--- src/hw/rtl/sts_pkg.sv ---
// Shared types and constants for the steering track selector.
// Holds the transaction structs, register indexes and the shared divider interface.
// No dependencies.
`timescale 1ns / 1ps
`default_nettype none

package sts_pkg;

	localparam int MAX_TRACKS = 32;
	localparam int DIV_NUM_W  = 14;
	localparam int DIV_DEN_W  = 8;
	localparam int DIV_CNT_W  = 4;

	localparam logic [5:0] MAX_TRACKS_V    = 6'(MAX_TRACKS);
	localparam logic [5:0] MIN_ZONED_TRACKS = 6'd3;
	localparam logic [7:0] ZONE_SPAN       = 8'd255;
	localparam logic [13:0] CENTRE_OFS     = 14'd127;
	localparam logic signed [15:0] HYST_UP = 16'sd125;
	localparam logic signed [15:0] HYST_DN = 16'sd129;
	localparam logic signed [7:0] HAND_EDGE = 8'sd42;
	localparam logic [7:0] THR_LO          = 8'h55;
	localparam logic [7:0] THR_HI          = 8'hAA;
	localparam logic [6:0] SPRING_MIN      = 7'd30;
	localparam logic [6:0] SPRING_MAX      = 7'd80;
	localparam logic [7:0] SPRING_STEP     = 8'd5;
	localparam logic [7:0] GAIN_DIV        = 8'd127;
	localparam logic [13:0] GAIN_ROUND     = 14'd63;
	localparam logic [6:0] GAIN_MIN        = 7'd10;
	localparam logic [6:0] GAIN_MAX        = 7'd100;

	localparam logic OP_ENTER = 1'b0;
	localparam logic OP_TICK  = 1'b1;

	localparam logic [1:0] FRAME_LEFT  = 2'd0;
	localparam logic [1:0] FRAME_MID   = 2'd1;
	localparam logic [1:0] FRAME_RIGHT = 2'd2;

	localparam logic [1:0] CFG_TRACK_COUNT    = 2'd0;
	localparam logic [1:0] CFG_ANALOG_MODE    = 2'd1;
	localparam logic [1:0] CFG_HAPTIC_ENABLE  = 2'd2;
	localparam logic [1:0] CFG_CENTERING_BASE = 2'd3;

	typedef struct packed {
		logic [5:0] track_count;
		logic       analog_mode;
		logic       haptic_enable;
		logic [6:0] centering_base;
	} cfg_t;

	typedef struct packed {
		logic              operation;
		logic signed [7:0] wheel_position;
		logic              press_left;
		logic              press_right;
	} in_item_t;

	typedef struct packed {
		logic [4:0] selected_track;
		logic [1:0] hand_frame;
		logic [6:0] spring_level;
		logic       detent_active;
		logic       detent_left;
		logic [6:0] detent_pull;
		logic       stop_request;
	} out_item_t;

	typedef struct packed {
		logic                 start;
		logic [DIV_NUM_W-1:0] num;
		logic [DIV_DEN_W-1:0] den;
	} div_req_t;

	typedef struct packed {
		logic                 done;
		logic [DIV_NUM_W-1:0] quo;
	} div_rsp_t;

endpackage

`default_nettype wire

--- src/hw/rtl/sts_div.sv ---
// Shared restoring divider, one quotient bit per cycle.
// Depends on sts_pkg for the request and response structs.
`timescale 1ns / 1ps
`default_nettype none

module sts_div import sts_pkg::*; (
	input  wire logic     clk,
	input  wire logic     arst_n,
	input  wire div_req_t req,
	output div_rsp_t      rsp
);

	logic [DIV_DEN_W-1:0] rem_q;
	logic [DIV_NUM_W-1:0] acc_q;
	logic [DIV_CNT_W-1:0] cnt_q;
	logic                 busy_q;
	logic                 done_q;
	logic [DIV_DEN_W+1:0] trial;

	assign trial = {1'b0, rem_q, acc_q[DIV_NUM_W-1]} - {2'b00, req.den};

	always_ff @(posedge clk or negedge arst_n) begin
		if (!arst_n) begin
			rem_q  <= '0;
			acc_q  <= '0;
			cnt_q  <= '0;
			busy_q <= 1'b0;
			done_q <= 1'b0;
		end else begin
			done_q <= busy_q && !req.start && (cnt_q == '0);
			if (req.start) begin
				rem_q  <= '0;
				acc_q  <= req.num;
				cnt_q  <= DIV_CNT_W'(DIV_NUM_W - 1);
				busy_q <= 1'b1;
			end else if (busy_q) begin
				if (!trial[DIV_DEN_W+1]) begin
					rem_q <= trial[DIV_DEN_W-1:0];
					acc_q <= {acc_q[DIV_NUM_W-2:0], 1'b1};
				end else begin
					rem_q <= {rem_q[DIV_DEN_W-2:0], acc_q[DIV_NUM_W-1]};
					acc_q <= {acc_q[DIV_NUM_W-2:0], 1'b0};
				end
				if (cnt_q == '0) begin
					busy_q <= 1'b0;
				end else begin
					cnt_q <= cnt_q - DIV_CNT_W'(1);
				end
			end
		end
	end

	assign rsp.done = done_q;
	assign rsp.quo  = acc_q;

endmodule

`default_nettype wire

--- src/hw/rtl/sts_ctrl.sv ---
// Sequencer and datapath: zone mapping, hysteresis, zone centre and detent gain.
// Drives the shared divider sts_div; uses sts_pkg types and constants.
`timescale 1ns / 1ps
`default_nettype none

module sts_ctrl import sts_pkg::*; (
	input  wire logic     clk,
	input  wire logic     arst_n,
	input  wire cfg_t     cfg,
	input  wire logic     in_valid,
	input  wire in_item_t in_item,
	output logic          ready,
	output logic          out_valid,
	input  wire logic     out_stall,
	output out_item_t     out_item
);

	typedef enum logic [7:0] {
		ST_IDLE = 8'b0000_0001,
		ST_LOAD = 8'b0000_0010,
		ST_ZONE = 8'b0000_0100,
		ST_BND  = 8'b0000_1000,
		ST_CTR  = 8'b0001_0000,
		ST_FIN  = 8'b0010_0000,
		ST_GAIN = 8'b0100_0000,
		ST_DONE = 8'b1000_0000
	} state_t;

	state_t            state_q;
	logic              go_q;
	logic              op_q;
	logic signed [7:0] w_q;
	logic              pl_q;
	logic              pr_q;
	logic [5:0]        n_q;
	logic [6:0]        spring_q;
	logic [4:0]        cursor_q;
	logic [4:0]        mapped_q;
	logic              up_q;
	logic signed [7:0] target_q;
	logic signed [7:0] applied_q;
	logic [4:0]        sel_q;
	logic [1:0]        hand_q;
	logic              active_q;
	logic              left_q;
	logic [6:0]        gain_q;
	logic              stop_q;
	logic              out_valid_q;
	out_item_t         out_q;

	div_req_t          div_req;
	div_rsp_t          div_rsp;

	logic [5:0]        n_eff;
	logic [6:0]        base_c;
	logic [7:0]        boost;
	logic [8:0]        spring_sum;
	logic [6:0]        spring_eff;
	logic [5:0]        n_m1;
	logic signed [7:0] w_clamp;
	logic [8:0]        zone_sum;
	logic [13:0]       zone_num;
	logic [5:0]        bnd_c;
	logic [13:0]       bnd_num;
	logic [4:0]        t_c;
	logic [13:0]       ctr_num;
	logic [7:0]        ctr_den;
	logic [6:0]        ta;
	logic [13:0]       gain_num;
	logic [4:0]        c_sat;
	logic [4:0]        c_step;
	logic [7:0]        w_off;
	logic [4:0]        mapped_next;
	logic signed [15:0] ws;
	logic signed [15:0] qs;
	logic              up_pass;
	logic              dn_pass;
	logic [13:0]       ctr_d;
	logic signed [7:0] ctr_v;
	logic [1:0]        ctr_hand;
	logic [6:0]        gain_c;
	logic              zoned;
	logic              few;

	always_comb begin
		n_eff      = (cfg.track_count > MAX_TRACKS_V) ? MAX_TRACKS_V : cfg.track_count;
		base_c     = (cfg.centering_base < SPRING_MIN) ? SPRING_MIN : cfg.centering_base;
		boost      = (n_eff > MIN_ZONED_TRACKS) ?
			8'({2'b00, n_eff - MIN_ZONED_TRACKS} * SPRING_STEP) : 8'd0;
		spring_sum = {2'b00, base_c} + {1'b0, boost};
		spring_eff = (spring_sum > {2'b00, SPRING_MAX}) ? SPRING_MAX : spring_sum[6:0];

		n_m1     = n_q - 6'd1;
		zoned    = n_q >= MIN_ZONED_TRACKS;
		few      = n_q <= 6'd1;
		w_clamp  = (w_q == -8'sd128) ? -8'sd127 : w_q;
		zone_sum = {w_clamp[7], w_clamp} + 9'd127;
		zone_num = 14'({6'd0, zone_sum[7:0]} * {8'd0, n_q});
		bnd_c    = up_q ? ({1'b0, cursor_q} + 6'd1) : {1'b0, cursor_q};
		bnd_num  = 14'({8'd0, bnd_c} * {6'd0, ZONE_SPAN});
		t_c      = ({1'b0, cursor_q} > n_m1) ? n_m1[4:0] : cursor_q;
		ctr_num  = 14'({8'd0, t_c, 1'b1} * {6'd0, ZONE_SPAN});
		ctr_den  = {1'b0, n_q, 1'b0};
		ta       = target_q[7] ? 7'(-target_q) : target_q[6:0];
		gain_num = 14'({7'd0, spring_q} * {7'd0, ta}) + GAIN_ROUND;

		c_sat = ({1'b0, cursor_q} > n_m1) ? n_m1[4:0] : cursor_q;
		if (pl_q) begin
			c_step = (c_sat == 5'd0) ? n_m1[4:0] : c_sat - 5'd1;
		end else if (pr_q) begin
			c_step = ({1'b0, c_sat} + 6'd1 >= n_q) ? 5'd0 : c_sat + 5'd1;
		end else begin
			c_step = c_sat;
		end
		w_off = w_q ^ 8'h80;

		mapped_next = (div_rsp.quo >= {8'd0, n_q}) ? n_m1[4:0] : div_rsp.quo[4:0];
		ws      = 16'(w_q);
		qs      = signed'({2'b00, div_rsp.quo});
		up_pass = ws >= (qs - HYST_UP);
		dn_pass = ws <= (qs - HYST_DN);
		ctr_d   = div_rsp.quo - CENTRE_OFS;
		ctr_v   = signed'(ctr_d[7:0]);
		if (ctr_v < -HAND_EDGE) begin
			ctr_hand = FRAME_LEFT;
		end else if (ctr_v <= HAND_EDGE) begin
			ctr_hand = FRAME_MID;
		end else begin
			ctr_hand = FRAME_RIGHT;
		end
		if (div_rsp.quo < {7'd0, GAIN_MIN}) begin
			gain_c = GAIN_MIN;
		end else if (div_rsp.quo > {7'd0, GAIN_MAX}) begin
			gain_c = GAIN_MAX;
		end else begin
			gain_c = div_rsp.quo[6:0];
		end
	end

	always_comb begin
		div_req.start = go_q;
		unique case (state_q)
			ST_BND: begin
				div_req.num = bnd_num;
				div_req.den = {2'b00, n_q};
			end
			ST_CTR: begin
				div_req.num = ctr_num;
				div_req.den = ctr_den;
			end
			ST_GAIN: begin
				div_req.num = gain_num;
				div_req.den = GAIN_DIV;
			end
			default: begin
				div_req.num = zone_num;
				div_req.den = ZONE_SPAN;
			end
		endcase
	end

	sts_div u_div (
		.clk    (clk),
		.arst_n (arst_n),
		.req    (div_req),
		.rsp    (div_rsp)
	);

	always_ff @(posedge clk or negedge arst_n) begin
		if (!arst_n) begin
			state_q     <= ST_IDLE;
			go_q        <= 1'b0;
			op_q        <= OP_ENTER;
			w_q         <= '0;
			pl_q        <= 1'b0;
			pr_q        <= 1'b0;
			n_q         <= '0;
			spring_q    <= '0;
			cursor_q    <= '0;
			mapped_q    <= '0;
			up_q        <= 1'b0;
			target_q    <= '0;
			applied_q   <= '0;
			sel_q       <= '0;
			hand_q      <= FRAME_LEFT;
			active_q    <= 1'b0;
			left_q      <= 1'b0;
			gain_q      <= '0;
			stop_q      <= 1'b0;
			out_valid_q <= 1'b0;
			out_q       <= '0;
		end else begin
			if (out_valid_q && !out_stall && (state_q != ST_DONE)) begin
				out_valid_q <= 1'b0;
			end
			unique case (state_q)
				ST_IDLE: begin
					if (in_valid) begin
						op_q     <= in_item.operation;
						w_q      <= in_item.wheel_position;
						pl_q     <= in_item.press_left;
						pr_q     <= in_item.press_right;
						n_q      <= n_eff;
						spring_q <= spring_eff;
						state_q  <= ST_LOAD;
					end
				end
				ST_LOAD: begin
					active_q <= 1'b0;
					left_q   <= 1'b0;
					gain_q   <= '0;
					stop_q   <= 1'b0;
					if (op_q == OP_ENTER) begin
						if (few) begin
							cursor_q  <= '0;
							applied_q <= '0;
							sel_q     <= '0;
							hand_q    <= FRAME_LEFT;
							state_q   <= ST_DONE;
						end else begin
							go_q    <= 1'b1;
							state_q <= ST_ZONE;
						end
					end else if (!zoned) begin
						if (w_off <= THR_LO) begin
							sel_q  <= 5'd0;
							hand_q <= FRAME_LEFT;
						end else if (w_off <= THR_HI) begin
							sel_q  <= 5'd1;
							hand_q <= FRAME_MID;
						end else begin
							sel_q  <= 5'd2;
							hand_q <= FRAME_RIGHT;
						end
						if (few) begin
							target_q <= '0;
							state_q  <= ST_FIN;
						end else begin
							go_q    <= 1'b1;
							state_q <= ST_CTR;
						end
					end else if (cfg.analog_mode) begin
						cursor_q <= c_sat;
						go_q     <= 1'b1;
						state_q  <= ST_ZONE;
					end else begin
						cursor_q <= c_step;
						go_q     <= 1'b1;
						state_q  <= ST_CTR;
					end
				end
				ST_ZONE: begin
					if (div_rsp.done) begin
						if (op_q == OP_ENTER) begin
							cursor_q  <= mapped_next;
							applied_q <= '0;
							sel_q     <= mapped_next;
							hand_q    <= FRAME_LEFT;
							state_q   <= ST_DONE;
						end else if (mapped_next != cursor_q) begin
							mapped_q <= mapped_next;
							up_q     <= mapped_next > cursor_q;
							go_q     <= 1'b1;
							state_q  <= ST_BND;
						end else begin
							go_q    <= 1'b1;
							state_q <= ST_CTR;
						end
					end else begin
						go_q <= 1'b0;
					end
				end
				ST_BND: begin
					if (div_rsp.done) begin
						if (up_q ? up_pass : dn_pass) begin
							cursor_q <= mapped_q;
						end
						go_q    <= 1'b1;
						state_q <= ST_CTR;
					end else begin
						go_q <= 1'b0;
					end
				end
				ST_CTR: begin
					if (div_rsp.done) begin
						target_q <= ctr_v;
						if (zoned) begin
							sel_q  <= cursor_q;
							hand_q <= ctr_hand;
						end
						state_q <= ST_FIN;
					end else begin
						go_q <= 1'b0;
					end
				end
				ST_FIN: begin
					if (cfg.haptic_enable && (n_q != 6'd0)) begin
						if (target_q == 8'sd0) begin
							stop_q    <= applied_q != 8'sd0;
							applied_q <= '0;
							state_q   <= ST_DONE;
						end else begin
							go_q    <= 1'b1;
							state_q <= ST_GAIN;
						end
					end else begin
						state_q <= ST_DONE;
					end
				end
				ST_GAIN: begin
					if (div_rsp.done) begin
						gain_q    <= gain_c;
						active_q  <= 1'b1;
						left_q    <= target_q[7];
						applied_q <= target_q;
						state_q   <= ST_DONE;
					end else begin
						go_q <= 1'b0;
					end
				end
				ST_DONE: begin
					if (!out_valid_q || !out_stall) begin
						out_q.selected_track <= sel_q;
						out_q.hand_frame     <= hand_q;
						out_q.spring_level   <= spring_q;
						out_q.detent_active  <= active_q;
						out_q.detent_left    <= left_q;
						out_q.detent_pull    <= gain_q;
						out_q.stop_request   <= stop_q;
						out_valid_q          <= 1'b1;
						state_q              <= ST_IDLE;
					end
				end
				default: begin
					state_q <= ST_IDLE;
				end
			endcase
		end
	end

	assign ready     = state_q == ST_IDLE;
	assign out_valid = out_valid_q;
	assign out_item  = out_q;

endmodule

`default_nettype wire

--- src/hw/rtl/steering_track_selector_with_detent.sv ---
// Sequence: an enter with at most one track skips the divider; an analog tick past a zone
// edge with detent runs up to four divisions on the shared one-bit-per-cycle divider.
// Flow: one transaction at a time, the next taken the cycle after the result is registered;
// a stalled result holds the next one in the sequencer.
// Reset: asynchronous, active low; cursor and detent target clear, registers take defaults.
// Depends on sts_pkg, sts_ctrl and sts_div.
`timescale 1ns / 1ps
`default_nettype none

module steering_track_selector_with_detent import sts_pkg::*; (
	input  wire logic       clk,
	input  wire logic       arst_n,
	input  wire logic       cfg_we,
	input  wire logic [1:0] cfg_index,
	input  wire logic [6:0] cfg_data,
	input  wire logic       in_valid,
	output logic            in_stall,
	input  wire in_item_t   in_item,
	output logic            out_valid,
	input  wire logic       out_stall,
	output out_item_t       out_item
);

	cfg_t cfg_q;
	logic ready;

	always_ff @(posedge clk or negedge arst_n) begin
		if (!arst_n) begin
			cfg_q.track_count    <= 6'd3;
			cfg_q.analog_mode    <= 1'b1;
			cfg_q.haptic_enable  <= 1'b0;
			cfg_q.centering_base <= 7'd30;
		end else if (cfg_we) begin
			unique case (cfg_index)
				CFG_TRACK_COUNT:    cfg_q.track_count    <= cfg_data[5:0];
				CFG_ANALOG_MODE:    cfg_q.analog_mode    <= cfg_data[0];
				CFG_HAPTIC_ENABLE:  cfg_q.haptic_enable  <= cfg_data[0];
				CFG_CENTERING_BASE: cfg_q.centering_base <= cfg_data;
				default:            cfg_q <= cfg_q;
			endcase
		end
	end

	sts_ctrl u_ctrl (
		.clk       (clk),
		.arst_n    (arst_n),
		.cfg       (cfg_q),
		.in_valid  (in_valid),
		.in_item   (in_item),
		.ready     (ready),
		.out_valid (out_valid),
		.out_stall (out_stall),
		.out_item  (out_item)
	);

	assign in_stall = !ready;

endmodule

`default_nettype wire
--- config.mk ---
export PLATFORM = sky130hd
export DESIGN_NAME = steering_track_selector_with_detent
export DESIGN_NICKNAME = d
export VERILOG_FILES = /design/src/hw/rtl/sts_pkg.sv /design/src/hw/rtl/sts_div.sv /design/src/hw/rtl/sts_ctrl.sv /design/src/hw/rtl/steering_track_selector_with_detent.sv
export SDC_FILE = /design/constraint.sdc
export NUM_CORES = 1
export LEC_CHECK = 0
export BUFFER_PORTS_ARGS = -buffer_cell sky130_fd_sc_hd__buf_4
export CAP_MARGIN = 20
export CORE_MARGIN = 1
export CORE_UTILIZATION = 49
export DETAILED_ROUTE_END_ITERATION = 8
export HOLD_SLACK_MARGIN = 0.08
export PLACE_DENSITY = 0.68
export SLEW_MARGIN = 25
export SYNTH_ARGS = -nofsm -noshare
export SYNTH_HDL_FRONTEND = slang
export SYNTH_HIERARCHICAL = 1
export SYNTH_SLANG_ARGS = --single-unit
--- constraint.sdc ---
create_clock -name clk -period 8.5 [get_ports clk]
set_input_delay 0.425 -clock clk [delete_from_list [all_inputs] [get_ports clk]]
set_output_delay 0.425 -clock clk [all_outputs]
set_load 0.005 [all_outputs]
==> metrics.txt, run 1 <==
DIE WIDTH=179 um; Critical Path End Type=register; YS warnings=6; DP HPWL=32.6 mm; Seq/Total Area, Yosys=0.237; clock root buffer=clkbuf_16; Final min period=7.69 ns; commonest cells after routing, fill and taps aside=nand2_1, ha_1, inv_1, dfrtp_1, nor2_1; failing checks=DRC; Yosys top cell by area=dfrtp_1; Die Ht=179 um; Worst Tran Pin Value=0.990 ns; vias in the first global route=12.4k; RSZ-0062 raised after global routing=false; CP max FO=14; Mean Syn Cell Area=8.81 um2; die area=32100 um2; TritonCTS clock tree=yes; fmax=0.130 GHz; Ant. Diodes=0; first-pass GRT wire length=67.3 mm; ys flop type=dfrtp_1; r2r setup slk=0.81 ns; endpoints failing hold=0; TritonCTS Sinks=145; DR vias/cell=5.88; Slowest-stage cell, CP=dfrtp_1; Arr. time, crit path=7.99 ns; library cells used by synthesis=90; pin count of the biggest net entering global routing=88; Post-Route Skew=0.0117 ns; CTS clk-pin slew, worst paths=0.07 ns; setup ws final=0.810 ns; Post-synth ARST share=1.00; crit path launch type=register; ANT nets after route=0; RePlAce Congestion=0.970; post-synthesis net count=2040; CP Data Required Time=8.80 ns; EDFF count, synth=0; CTS Buf Count=17; initial drt markers=1063; Cell Rows=64; CP dominant cell by count=inv_1; setup TNS=0 ns; layout cells sized above 1=0.102; Worst Reg-to-Reg Cells=28; Final period util=0.905; Max-Cap Viols=0; gr usage total=0.276; grt ovf=0; r2r endpoint=u_ctrl/u_div/acc_q[9]$_DFFE_PN0P_; HP Class=in -> async; reg2reg start=u_ctrl/n_q[1]$_DFFE_PN0P_; Ports=51; top cell type's share of synthesized area=0.223; Initial Util=0.500; Pins Over Slew Limit=0; most common cell after layout, fill and taps aside=nand2_1; worst slack at placement=0.910 ns; fin util=0.542; slowest stage delay, CP=0.67 ns; # nets final=2052; Setup violations, final=0; PortBufs=50; Max clock buf depth=2; Pre-antenna DRT Iters=8; # Post-CTS Setup Buffers=0; # DRC=18; worst relative slew slack=0.334; WL per Instance=19.5 um; cells after synthesis=1744; Hold Buf Count CTS=0; worst-skew pair later-pin latency=0.43 ns; via count=12.7k; #FFs+latches synth=145; status=finished with violations; Area Overhead vs Synth=8.45%; Cell Area, Synth=15400 um2; initial antenna violation count=0; core footprint=30700 um2; Crit Path Class=reg -> reg; CTS resizes=0; Synth area leaders=dfrtp_1, ha_1, fa_1; routed wire length=42.2 mm; H-tree Lvls=4
## area by class of cell
cell class	count	area, um2
clock buffer	19	443
clock inverter	12	156
fill	2825	14100
inverter	175	657
multi-input combinational	1351	10800
sequential	145	3640
tap	396	495
timing repair buffer	66	494
## Yosys cell counts, drive strengths merged (19+ instances only)
| library cell | count |
|---|---|
| nand2 | 202 |
| ha | 189 |
| inv | 174 |
| dfrtp | 137 |
| nor2 | 94 |
| o21ai | 90 |
| a21oi | 89 |
| fa | 82 |
| clkbuf | 61 |
| xnor2 | 61 |
| xor2 | 42 |
| mux2 | 39 |
| nor2b | 37 |
| nor3 | 33 |
| nand3 | 31 |
| mux2i | 30 |
| a21o | 28 |
| and2 | 28 |
| nand2b | 27 |
| nor4 | 19 |
## routing by layer
metal | vias to the layer above | wire length (um) | global-route usage | part of all wire
met1 | 6190 | 18700 | 0.376 | 0.44
met4 | 0 | 1220 | 0.0950 | 0.029
met3 | 68 | 3290 | 0.0583 | 0.078
met5 | - | 0 | 0 | 0
li1 | 6034 | - | - | -
met2 | 439 | 19000 | 0.431 | 0.45
## cell families after synthesis
family          count (synthesis)  synth area share
compound gates                355             0.153
xor+xnor                      103            0.0587
fa+ha+maj                     271             0.261
buf+inv                       248            0.0629
flops                         145             0.237
mux                            69            0.0481
simple gates                  553             0.179
## critical path: cells and delay by family (launching register included)
| kind | cells | cell delay, ns |
|---|---|---|
| xor+xnor | 2 | 0.47 |
| buf+inv | 6 | 0.93 |
| fa+ha+maj | 6 | 2.19 |
| flops | 1 | 0.67 |
| compound gates | 11 | 2.57 |
| simple gates | 3 | 0.69 |
## worst max path at each step
stage / start / slack, ns / end
finish: u_ctrl/n_q[1]$_DFFE_PN0P_ / 0.81 / u_ctrl/u_div/acc_q[9]$_DFFE_PN0P_
detailed placement: u_ctrl/n_q[1]$_DFFE_PN0P_ / 0.91 / u_ctrl/u_div/acc_q[9]$_DFFE_PN0P_
floorplan: u_ctrl/n_q[1]$_DFFE_PN0P_ / 1.83 / u_ctrl/u_div/acc_q[9]$_DFFE_PN0P_
global placement: u_ctrl/n_q[1]$_DFFE_PN0P_ / 1.29 / u_ctrl/u_div/acc_q[9]$_DFFE_PN0P_
CTS: u_ctrl/n_q[1]$_DFFE_PN0P_ / 0.87 / u_ctrl/u_div/acc_q[9]$_DFFE_PN0P_
global route: u_ctrl/n_q[1]$_DFFE_PN0P_ / 0.25 / u_ctrl/u_div/acc_q[9]$_DFFE_PN0P_
## flip-flops by register name (all words and copies together) (netlist names), 2 cells and up
register / flops
u_ctrl/sel_q: 5
u_ctrl/target_q: 8
u_ctrl/u_div/cnt_q: 4
u_ctrl/out_item: 24
u_ctrl/n_q: 6
u_ctrl/spring_q: 7
u_ctrl/applied_q: 8
u_ctrl/gain_q: 7
u_ctrl/u_div/rem_q: 8
u_ctrl/u_div/acc_q: 14
u_ctrl/state_q: 8
cfg_q: 15
u_ctrl/hand_q: 2
u_ctrl/w_q: 8
u_ctrl/mapped_q: 5
u_ctrl/cursor_q: 5
## per-stage QoR
stage | area [um2] | cells | hold WS [ns]
finish | 16700 | 2164 | 0.0634
global route | 16700 | 2164 | 0.129
CTS | 16600 | 2162 | 0.0855
detailed placement | 16000 | 2131 | 0.471
global placement | 16000 | 2131 | 0.463
floorplan | 15400 | 1744 | 0.129
Power of run 1 is not shown: default switching activity piles up to over one toggle a cycle in this logic, so the estimate is an artifact.
==> run 2: changes to the inputs <==
==> constraint.sdc (replaced) <==
create_clock -name clk -period 7.75 [get_ports clk]
set_input_delay 1.55 -clock clk [delete_from_list [all_inputs] [get_ports clk]]
set_output_delay 1.55 -clock clk [all_outputs]
set_load 0.005 [all_outputs]
==> run 2 against run 1 <==
  * Wire length fell by 0.81%
  * Register-to-register slack got worse by 0.32 ns
  * Count of clock-buffer cells in the layout is 1 lower
  * Sequential share of layout area is essentially flat
  * The run still ends with DRC left
  * Hold slack better by 0.41 ns
  * Setup slack worse by 0.32 ns
  * Via count is 0.12% higher
  * Utilization is 0.053 points higher
  * Global-route usage is 0.17 points lower
==> metrics.txt, run 2 (synthesis results as in run 1) <==
placed cells=2130; die area=32100 um2; via count=12.7k; Final Cell Area=16700 um2; Arr. time, crit path=7.59 ns; initial drt markers=1082; DP HPWL=32.5 mm; worst relative slew slack=0.309; CP Data Required Time=8.08 ns; Post-Route Skew=0.0127 ns; # nets final=2050; setup TNS=0 ns; Pins Over Slew Limit=0; commonest cells after routing, fill and taps aside=nand2_1, ha_1, inv_1, dfrtp_1, nor2_1; endpoints failing hold=0; RePlAce Congestion=0.918; # Post-CTS Setup Buffers=0; Max clock buf depth=2; Max-Cap Viols=0; RSZ-0062 raised after global routing=false; Ports=51; Placed Area=16000 um2; DIE WIDTH=179 um; Setup violations, final=0; status=finished with violations; Area Overhead vs Synth=8.55%; Initial Util=0.500; Top delay family on crit path=adder cells; CTS clk-pin slew, worst paths=0.07 ns; setup ws final=0.488 ns; CP max FO=14; routed wire length=41.8 mm; Ant. Diodes=0; Die Ht=179 um; Slowest-stage cell, CP=or4_1; WL per Instance=19.3 um; Worst Tran Pin Value=1.04 ns; final non-filler cell total=2163; WP buf/inv=6; clock root buffer=clkbuf_16; failing checks=DRC; first-pass GRT wire length=67.3 mm; DR vias/cell=5.89; HP Class=reg -> reg; H-tree Lvls=4; worst slack at placement=0.293 ns; TritonCTS clock tree=yes; Final period util=0.937; worst-skew pair later-pin latency=0.45 ns; crit path launch type=register; TritonCTS Sinks=145; grt ovf=0; fmax=0.138 GHz; Final min period=7.26 ns; Pre-antenna DRT Iters=8; CTS Buf Count=17; PortBufs=50; Critical Path End Type=register; core footprint=30700 um2; ANT nets after route=0; most common cell after layout, fill and taps aside=nand2_1; Crit Path Class=reg -> reg; gr usage total=0.274; pin count of the biggest net entering global routing=86; max reg flops=24; # DRC=18; layout cells sized above 1=0.102; slowest stage delay, CP=0.64 ns; Cell Rows=64; vias in the first global route=12.4k; initial antenna violation count=0
-- run 2: metrics by stage --
stage / utilization / hold WS, ns
2_1_floorplan: - / 0.441
3_3_place_gp: 0.521 / 0.460
3_5_place_dp: 0.521 / 0.464
4_1_cts: 0.542 / 0.479
5_1_grt: 0.542 / 0.497
6_report: 0.542 / 0.477
-- run 2: path summary, 6_finish.rpt --
path,slack (ns),cells past startpoint,end,start
setup / recovery,0.49,28,u_ctrl/u_div/acc_q[9]$_DFFE_PN0P_,u_ctrl/n_q[1]$_DFFE_PN0P_
hold / removal,0.48,2,u_ctrl/applied_q[7]$_DFFE_PN0P_,u_ctrl/applied_q[7]$_DFFE_PN0P_
setup reg to reg,0.49,28,u_ctrl/u_div/acc_q[9]$_DFFE_PN0P_,u_ctrl/n_q[1]$_DFFE_PN0P_
hold reg to reg,0.48,2,u_ctrl/applied_q[7]$_DFFE_PN0P_,u_ctrl/applied_q[7]$_DFFE_PN0P_
max in group asynchronous,5.29,2,u_ctrl/u_div/rem_q[0]$_DFFE_PN0P_,arst_n
min in group asynchronous,1.15,1,u_ctrl/spring_q[1]$_DFFE_PN0P_,arst_n
-- run 2: tightest hold or removal path, stage by stage, from the launching register on --
cell and delay, ns:
dfrtp_1 0.35, nand2_1 0.05, nand2_1 0.05
-- run 2: per-layer routing --
layer	routed length, um	GRT usage
met5	0	0
met4	1450	0.102
met3	3270	0.0575
met2	18400	0.425
met1	18700	0.375
-- run 2: area by class of cell --
type	count	area [um2]
well taps	396	495
clock buffers	18	439
fillers	2843	14100
inverters	175	657
flip-flops and latches	145	3640
multi-input cells	1351	10800
repair buffers	64	484
clock inverters	14	193
-- run 2: timing repair --
action,in CTS,in global routing
hold buffers,0,0
endpoints found under the setup margin,0,4
gates resized for setup,0,2
Power of run 2 is left out for the same reason.
